==> config.mk <==
export PLATFORM = sky130hd
export DESIGN_NAME = priority_ready_queue_core
export DESIGN_NICKNAME = d
export VERILOG_FILES = /design/src/design/prq_pkg.sv /design/src/design/prq_engine.sv /design/src/design/priority_ready_queue_core.sv
export SDC_FILE = /design/constraint.sdc
export NUM_CORES = 1
export LEC_CHECK = 0
export BUFFER_PORTS_ARGS = -buffer_cell sky130_fd_sc_hd__buf_2
export CAP_MARGIN = 20
export CORE_MARGIN = 2
export CORE_UTILIZATION = 37
export CTS_CLUSTER_SIZE = 25
export DETAILED_ROUTE_END_ITERATION = 8
export SLEW_MARGIN = 40
export SYNTH_ARGS = -nofsm -noshare
export SYNTH_HDL_FRONTEND = slang
export SYNTH_SLANG_ARGS = --single-unit
==> constraint.sdc <==
create_clock -name clock -period 4.35 [get_ports clock]
set_clock_uncertainty 0.15 [all_clocks]
set_input_delay 0.2175 -clock clock [delete_from_list [all_inputs] [get_ports clock]]
set_output_delay 0.2175 -clock clock [all_outputs]
set_load 0.005 [all_outputs]
==> src/design/prq_pkg.sv <==
package prq_pkg;

   // Operation codes carried on the request side
   localparam logic OP_INSERT = 1'b0;
   localparam logic OP_REMOVE = 1'b1;

   // Result status codes
   localparam logic [1:0] STATUS_OK        = 2'd0;
   localparam logic [1:0] STATUS_FULL      = 2'd1;
   localparam logic [1:0] STATUS_NOT_FOUND = 2'd2;

   // Engine sequencer states
   typedef enum logic [2:0] {
      ST_IDLE,
      ST_INS_RD,
      ST_INS_WR,
      ST_RM_RD,
      ST_RM_CHK,
      ST_HEAD_RD,
      ST_HEAD_WAIT
   } state_type;

   // One queue slot as stored in memory
   typedef struct packed {
      logic [7:0] prio;
      logic [7:0] task_id;
   } slot_type;

   // Engine handshake status toward the top level
   typedef struct packed {
      logic idle;
      logic done;
   } eng_status_type;

   // Outcome of one item, held until the top level takes it
   typedef struct packed {
      logic [1:0] status;
      logic       head_valid;
      logic [7:0] head_id;
      logic [5:0] count;
   } eng_result_type;

endpackage

==> src/design/prq_engine.sv <==
module prq_engine #(
   parameter int MAX_TASKS = 32
) (
   input  logic                    clock,
   input  logic                    reset,
   input  logic                    start,
   input  logic                    operation,
   input  logic [7:0]              task_id,
   input  logic [7:0]              priority_req,
   input  logic                    res_ready,
   output prq_pkg::eng_status_type eng_status,
   output prq_pkg::eng_result_type eng_result
);

   localparam int AW = (MAX_TASKS > 1) ? $clog2(MAX_TASKS) : 1;
   localparam int CW = $clog2(MAX_TASKS + 1);

   // Slot memory, one write and one registered read per cycle
   prq_pkg::slot_type mem [MAX_TASKS];
   prq_pkg::slot_type rdata_ff;

   logic              mem_we;
   logic [AW-1:0]     mem_waddr;
   prq_pkg::slot_type mem_wdata;
   logic              mem_re;
   logic [AW-1:0]     mem_raddr;

   prq_pkg::state_type state_ff, state_in;
   logic [CW-1:0]      count_ff, count_in;
   logic [CW-1:0]      k_ff, k_in;
   logic               found_ff, found_in;
   logic [1:0]         status_ff, status_in;
   logic [7:0]         id_ff, id_in;
   logic [7:0]         prio_ff, prio_in;
   logic [CW-1:0]      k_dec;

   assign k_dec = k_ff - 1'b1;

   // Memory access
   always_ff @(posedge clock) begin
      if (mem_we) begin
         mem[mem_waddr] <= mem_wdata;
      end
      if (mem_re) begin
         rdata_ff <= mem[mem_raddr];
      end
   end

   // Next state
   always_comb begin
      state_in = state_ff;
      case (state_ff)
         prq_pkg::ST_IDLE: begin
            if (start) begin
               if (operation == prq_pkg::OP_REMOVE) begin
                  state_in = prq_pkg::ST_RM_RD;
               end else if (count_ff == CW'(MAX_TASKS)) begin
                  state_in = prq_pkg::ST_HEAD_RD;
               end else begin
                  state_in = prq_pkg::ST_INS_RD;
               end
            end
         end
         prq_pkg::ST_INS_RD: begin
            state_in = (k_ff == '0) ? prq_pkg::ST_HEAD_RD : prq_pkg::ST_INS_WR;
         end
         prq_pkg::ST_INS_WR: begin
            state_in = (rdata_ff.prio >= prio_ff) ? prq_pkg::ST_HEAD_RD
                                                  : prq_pkg::ST_INS_RD;
         end
         prq_pkg::ST_RM_RD: begin
            state_in = (k_ff == count_ff) ? prq_pkg::ST_HEAD_RD : prq_pkg::ST_RM_CHK;
         end
         prq_pkg::ST_RM_CHK:   state_in = prq_pkg::ST_RM_RD;
         prq_pkg::ST_HEAD_RD:  state_in = prq_pkg::ST_HEAD_WAIT;
         prq_pkg::ST_HEAD_WAIT: begin
            if (res_ready) begin
               state_in = prq_pkg::ST_IDLE;
            end
         end
         default: state_in = prq_pkg::ST_IDLE;
      endcase
   end

   // Datapath and memory controls
   always_comb begin
      count_in  = count_ff;
      k_in      = k_ff;
      found_in  = found_ff;
      status_in = status_ff;
      id_in     = id_ff;
      prio_in   = prio_ff;
      mem_we    = 1'b0;
      mem_waddr = k_ff[AW-1:0];
      mem_wdata = rdata_ff;
      mem_re    = 1'b0;
      mem_raddr = k_ff[AW-1:0];
      case (state_ff)
         prq_pkg::ST_IDLE: begin
            if (start) begin
               id_in     = task_id;
               prio_in   = priority_req;
               found_in  = 1'b0;
               status_in = prq_pkg::STATUS_OK;
               if (operation == prq_pkg::OP_REMOVE) begin
                  k_in = '0;
               end else begin
                  k_in = count_ff;
                  if (count_ff == CW'(MAX_TASKS)) begin
                     status_in = prq_pkg::STATUS_FULL;
                  end
               end
            end
         end
         // insert walks from the tail toward the head
         prq_pkg::ST_INS_RD: begin
            if (k_ff == '0) begin
               mem_we    = 1'b1;
               mem_wdata = '{prio: prio_ff, task_id: id_ff};
               count_in  = count_ff + 1'b1;
            end else begin
               mem_re    = 1'b1;
               mem_raddr = k_dec[AW-1:0];
            end
         end
         prq_pkg::ST_INS_WR: begin
            mem_we = 1'b1;
            if (rdata_ff.prio >= prio_ff) begin
               mem_wdata = '{prio: prio_ff, task_id: id_ff};
               count_in  = count_ff + 1'b1;
            end else begin
               mem_wdata = rdata_ff;
               k_in      = k_dec;
            end
         end
         // remove walks from the head, closing the gap behind the match
         prq_pkg::ST_RM_RD: begin
            if (k_ff == count_ff) begin
               if (found_ff) begin
                  count_in = count_ff - 1'b1;
               end else begin
                  status_in = prq_pkg::STATUS_NOT_FOUND;
               end
            end else begin
               mem_re = 1'b1;
            end
         end
         prq_pkg::ST_RM_CHK: begin
            if (found_ff) begin
               mem_we    = 1'b1;
               mem_waddr = k_dec[AW-1:0];
            end else if (rdata_ff.task_id == id_ff) begin
               found_in = 1'b1;
            end
            k_in = k_ff + 1'b1;
         end
         prq_pkg::ST_HEAD_RD: begin
            mem_re    = 1'b1;
            mem_raddr = '0;
         end
         default: ;
      endcase
   end

   always_ff @(posedge clock) begin
      if (reset) begin
         state_ff <= prq_pkg::ST_IDLE;
         count_ff <= '0;
      end else begin
         state_ff <= state_in;
         count_ff <= count_in;
      end
      k_ff      <= k_in;
      found_ff  <= found_in;
      status_ff <= status_in;
      id_ff     <= id_in;
      prio_ff   <= prio_in;
   end

   // Outputs
   always_comb begin
      eng_status.idle       = (state_ff == prq_pkg::ST_IDLE);
      eng_status.done       = (state_ff == prq_pkg::ST_HEAD_WAIT);
      eng_result.status     = status_ff;
      eng_result.head_valid = (count_ff != '0);
      eng_result.head_id    = (count_ff != '0) ? rdata_ff.task_id : 8'd0;
      eng_result.count      = 6'(count_ff);
   end

`ifndef SYNTH
   a_count_bound: assert property (@(posedge clock) disable iff (reset)
      count_ff <= CW'(MAX_TASKS))
      else $error("entry count above capacity");

   a_full_no_grow: assert property (@(posedge clock) disable iff (reset)
      (state_ff == prq_pkg::ST_HEAD_RD && status_ff == prq_pkg::STATUS_FULL)
      |-> count_ff == CW'(MAX_TASKS))
      else $error("full status with room left");

   a_insert_grows: assert property (@(posedge clock) disable iff (reset)
      (state_ff == prq_pkg::ST_INS_WR && rdata_ff.prio >= prio_ff)
      |=> count_ff == $past(count_ff) + 1'b1)
      else $error("insert did not add an entry");
`endif

endmodule

==> src/design/priority_ready_queue_core.sv <==
// One item is in work at a time. Insert walks from the tail toward the head past the entries
// that sort below the new task; a full-queue insert goes straight to the head read. Remove
// walks all queued entries. While the output register is occupied, a held-off rsp_tready
// stalls the finished item in the engine. Each walk step reads the slot memory, then writes
// it when an entry moves or lands. A finished word waits in the output register.
// Reset (synchronous, active high) empties the queue and clears the running task.
module priority_ready_queue_core #(
   parameter int MAX_TASKS = 32
) (
   input  logic        clock,
   input  logic        reset,
   input  logic        req_tvalid,
   output logic        req_tready,
   input  logic [15:0] req_tdata,   // task_id[7:0], priority_req[15:8]
   input  logic        req_tuser,   // operation
   output logic        rsp_tvalid,
   input  logic        rsp_tready,
   output logic [23:0] rsp_tdata    // status[1:0], switched[2], running_valid[3],
                                    // running_id[11:4], ready_count[17:12], zero pad
);

   prq_pkg::eng_status_type eng_status;
   prq_pkg::eng_result_type eng_result;

   logic        rsp_valid_ff, rsp_valid_in;
   logic [23:0] rsp_data_ff, rsp_data_in;
   logic        cur_valid_ff, cur_valid_in;
   logic [7:0]  cur_task_ff, cur_task_in;
   logic        res_ready;
   logic        take;
   logic        switched;

   assign req_tready = eng_status.idle;
   assign res_ready  = !rsp_valid_ff || rsp_tready;
   assign take       = eng_status.done && res_ready;

   prq_engine #(
      .MAX_TASKS(MAX_TASKS)
   ) u_engine (
      .clock       (clock),
      .reset       (reset),
      .start       (req_tvalid && req_tready),
      .operation   (req_tuser),
      .task_id     (req_tdata[7:0]),
      .priority_req(req_tdata[15:8]),
      .res_ready   (res_ready),
      .eng_status  (eng_status),
      .eng_result  (eng_result)
   );

   // Switch detection and result word
   always_comb begin
      switched = (eng_result.head_valid != cur_valid_ff) ||
                 (eng_result.head_id != cur_task_ff);
      rsp_valid_in = rsp_valid_ff && !rsp_tready;
      rsp_data_in  = rsp_data_ff;
      cur_valid_in = cur_valid_ff;
      cur_task_in  = cur_task_ff;
      if (take) begin
         rsp_valid_in = 1'b1;
         rsp_data_in  = {6'd0, eng_result.count, eng_result.head_id,
                         eng_result.head_valid, switched, eng_result.status};
         cur_valid_in = eng_result.head_valid;
         cur_task_in  = eng_result.head_id;
      end
   end

   always_ff @(posedge clock) begin
      if (reset) begin
         rsp_valid_ff <= 1'b0;
         cur_valid_ff <= 1'b0;
         cur_task_ff  <= 8'd0;
      end else begin
         rsp_valid_ff <= rsp_valid_in;
         cur_valid_ff <= cur_valid_in;
         cur_task_ff  <= cur_task_in;
      end
      rsp_data_ff <= rsp_data_in;
   end

   assign rsp_tvalid = rsp_valid_ff;
   assign rsp_tdata  = rsp_data_ff;

`ifndef SYNTH
   a_busy_after_accept: assert property (@(posedge clock) disable iff (reset)
      (req_tvalid && req_tready) |=> !req_tready)
      else $error("new word taken while one is in work");

   a_running_zero_id: assert property (@(posedge clock) disable iff (reset)
      (rsp_tvalid && !rsp_tdata[3]) |-> rsp_tdata[11:4] == 8'd0)
      else $error("idle scheduler reports a running id");

   a_head_tracks: assert property (@(posedge clock) disable iff (reset)
      take |=> (cur_task_ff == rsp_tdata[11:4] && cur_valid_ff == rsp_tdata[3]))
      else $error("running task out of step with result word");
`endif

endmodule

==> flow_metrics.py <==
metrics = {
    "yosys": {
        "synth_top_family_by_area": "simple AND/OR/NAND/NOR gates",
        "synth_ff_type": "edfxtp_1",
        "async_flop_share_pct": 0,
        "synth_compound_area_share_pct": 4.92,
        "synth.avg_cell_area_um2": 12.6,
        "synth_mux_area_share_pct": 0.825,
        "yosys_register_bits": 590,
        "synthDominantCellAreaShare_pct": 70.7,
        "synth_edf_count": 571,
        "ys_types": 64,
        "synthCells": 1927,
        "synth.area.top_cells": "edfxtp_1 (71%), nand2_1 (8.5%), nand3_1 (3.8%), nand4_1 (2.1%), dfxtp_1 (1.6%)",
        "ys_warn_count": 0,
        "synth_area_mm2": 0.0243,
        "yosysSeqAreaShare_pct": 72.2,
        "synth_common_cells": "edfxtp_1 (571), nand2_1 (552), nand3_1 (184)",
        "synth-xor-area-share_pct": 1.12,
        "synth_adder_area_share_pct": 0.804,
        "synth_area_leader_cell": "edfxtp_1",
        "synthSimpleGateAreaFrac_pct": 17.1,
        "yosysMostFrequentCell": "edfxtp_1",
    },
    "route": {
        "dr_total_vias": 16200,
        "drt-pass1-iter-count": 5,
        "post-route-drc-count": 0,
        "viasPerCell": 5.49,
        "wirelength_um": 68200,
        "ant_nets": 0,
        "drt-initial-drc-count": 1889,
        "avgRoutedWirePerCell_um": 23.0,
    },
    "clock_tree": {
        "cts_resized": 0,
        "clock_latency_ns": 0.65,
        "ctsHtreeMaxLevel": 2,
        "numCtsBuffers": 60,
        "tritoncts": "yes",
        "cts-hold-fix-buffers": 21,
        "cts_root_buffer": "clkbuf_16",
        "clock-sinks": 590,
        "post_cts_buffers": 0,
        "clock_path_buffers": 3,
        "clk_pin_slew_worst_paths_ns": 0.06,
    },
    "placement": {
        "gp_congestion": 0.882,
        "dp_hpwl_um": 41300,
        "portBuffers": 40,
    },
    "floorplan": {
        "design.core.area_mm2": 0.0647,
        "start_util_pct": 37.5,
        "dieWidth_um": 260,
        "rows": 93,
        "die_area_mm2": 0.0677,
        "io_pins": 47,
        "die_h_um": 260,
    },
    "timing": {
        "hold_viol": 0,
        "rsz0062_at_grt": "no",
        "max_freq_ghz": 0.261,
        "max-slew-margin-rel_pct": 48.8,
        "finalSetupViolCount": 0,
        "fin_crit_ns": 3.83,
        "fin_tns_setup_ns": 0,
        "period_share_pct": 88.1,
        "worst_pin_slew_ns": 0.762,
        "slew_viol_final": 0,
    },
    "critical_path": {
        "endpoint_kind": "flop",
        "slowest_delay_ns": 0.58,
        "critical_path.slowest_cell": "edfxtp_1",
        "critPathRequiredTime_ns": 4.57,
        "path_cells": "inv_1 > ha_1 > nand2b_1 > nor2_8 > a21oi_1 > nor2_1 > o21ai_4 > buf_4 > nand2_1 > o21ai_4 > buf_4",
        "critPathArrivalTime_ns": 4.06,
        "crit_type": "reg2reg",
        "startpoint_type": "flop",
        "crit_fanout": 18,
    },
    "layout": {
        "n_antenna_cell": 0,
        "final_nets": 2091,
        "post-route-util_pct": 43.8,
        "n_fill_cell": 5854,
        "syn_to_final_growth_pct": 16.7,
        "drive_gt1_share_pct": 13.6,
    },
    "global_route": {
        "antenna_found_initial": 0,
        "grt_pass1_wl_um": 99800,
        "grt_overflow_total": 0,
        "use_met3_pct": 4.05,
        "grtUsageMet1_pct": 28.0,
        "busiest_layer": "met2",
        "grt_pass1_vias": 15400,
        "grt_max_degree": 92,
        "met2_usage_pct": 31.1,
        "grt_usage_pct": 20.0,
    },
    "power": {
        "power.density_mw_per_mm2": 566,
        "cellLeakagePower_nw": 9.72,
        "max-vdd-ir-drop_v": 0.000336,
    },
    "run_status": {
        "status": "complete, no violations",
    },
    "job": {
        "cap_violations": 0,
    },
    "worst_hold_path": {
        "min_path_type": "in2reg",
    },
}
[worst max-delay path, delay by kind of cell, from the launching register on]
family | cells | cell delay (ns)
AO/OA/AOI/OAI | 3 | 0.62
adder cells (fa/ha/maj) | 1 | 0.40
buffers and inverters | 3 | 0.78
flip-flops | 1 | 0.58
AND/OR/NAND/NOR | 4 | 1.06
[metal layers]
| metal | vias up | routed length (um) |
|---|---|---|
| met5 | - | 0 |
| li1 | 7291 | - |
| met1 | 8037 | 28700 |
| met3 | 136 | 6220 |
| met4 | 0 | 2410 |
| met2 | 765 | 30800 |
[per-stage QoR]
| step | total power, mW | worst slack [ns] | cells | hold slack, ns | cell area, um^2 |
|---|---|---|---|---|---|
| 2_1_floorplan | 9.54 | 0.605 | 1932 | 0.166 | 24300 |
| 3_3_place_gp | 10.9 | 0.636 | 2826 | 0.247 | 26100 |
| 3_5_place_dp | 11.0 | 0.609 | 2826 | 0.246 | 26100 |
| 4_1_cts | 16.1 | 0.603 | 2956 | 0.121 | 28300 |
| 5_1_grt | 16.7 | 0.349 | 2957 | 0.141 | 28300 |
| 6_report | 16.0 | 0.518 | 2957 | 0.153 | 28300 |
[cell families after synthesis]
| logic type | count (synthesis) |
|---|---|
| other | 1 |
| AO/OA/AOI/OAI | 176 |
| adder cells (fa/ha/maj) | 15 |
| AND/OR/NAND/NOR | 944 |
| flip-flops | 590 |
| multiplexers | 20 |
| buffers and inverters | 150 |
| XOR/XNOR | 31 |
[power by group]
part	switching, mW	internal [mW]	leakage (nW)	total, mW
sequential	0.128	6.75	5.32	6.88
combinational	2.87	1.18	3.46	4.05
clock	2.18	2.93	0.940	5.11
[state kept, by name, indices dropped and copies added (netlist names), 2 cells and up]
name                cells
rsp_tdata              18
u_engine.prio_ff        8
u_engine.id_ff          8
cur_task_ff             8
u_engine.state_ff       3
u_engine.rdata_ff      16
u_engine.count_ff       6
u_engine.mem          512
u_engine.k_ff           6
u_engine.status_ff      2
[area by class of cell]
type	instances	area, um^2	share of cell area (%)
clock buffer	76	1580	5.59
clock inverter	33	363	1.28
tap	855	1070	3.78
sequential	590	17500	61.9
inverter	30	113	0.398
timing repair buffer	181	1460	5.14
multi-input combinational	1192	6210	21.9
[cells in the final DEF (no fill, tap or decap), types with 32 or more instances in the layout]
master     synthesis  final
buf_2             52     40
buf_4             22    108
a31oi_1           57     53
edfxtp_1         571    571
a21oi_1           32     32
nand2_1          552    551
nand4_1           83     83
nor2_1            67     63
nand3_1          184    184
clkbuf_16          0     61
[path summary, 6_finish.rpt]
| path | from | end | slack (ns) | cells past startpoint |
|---|---|---|---|---|
| worst min-delay path | req_tdata[4] | u_engine.id_ff[4] | 0.15 | 2 |
| worst max-delay path | u_engine.k_ff[1] | u_engine.mem[20][14] | 0.52 | 11 |
| worst min register to register | u_engine.status_ff[0] | rsp_tdata[0] | 0.28 | 0 |
| worst max register to register | u_engine.k_ff[1] | u_engine.mem[20][14] | 0.52 | 11 |
Power figures use the tool's default switching activity.
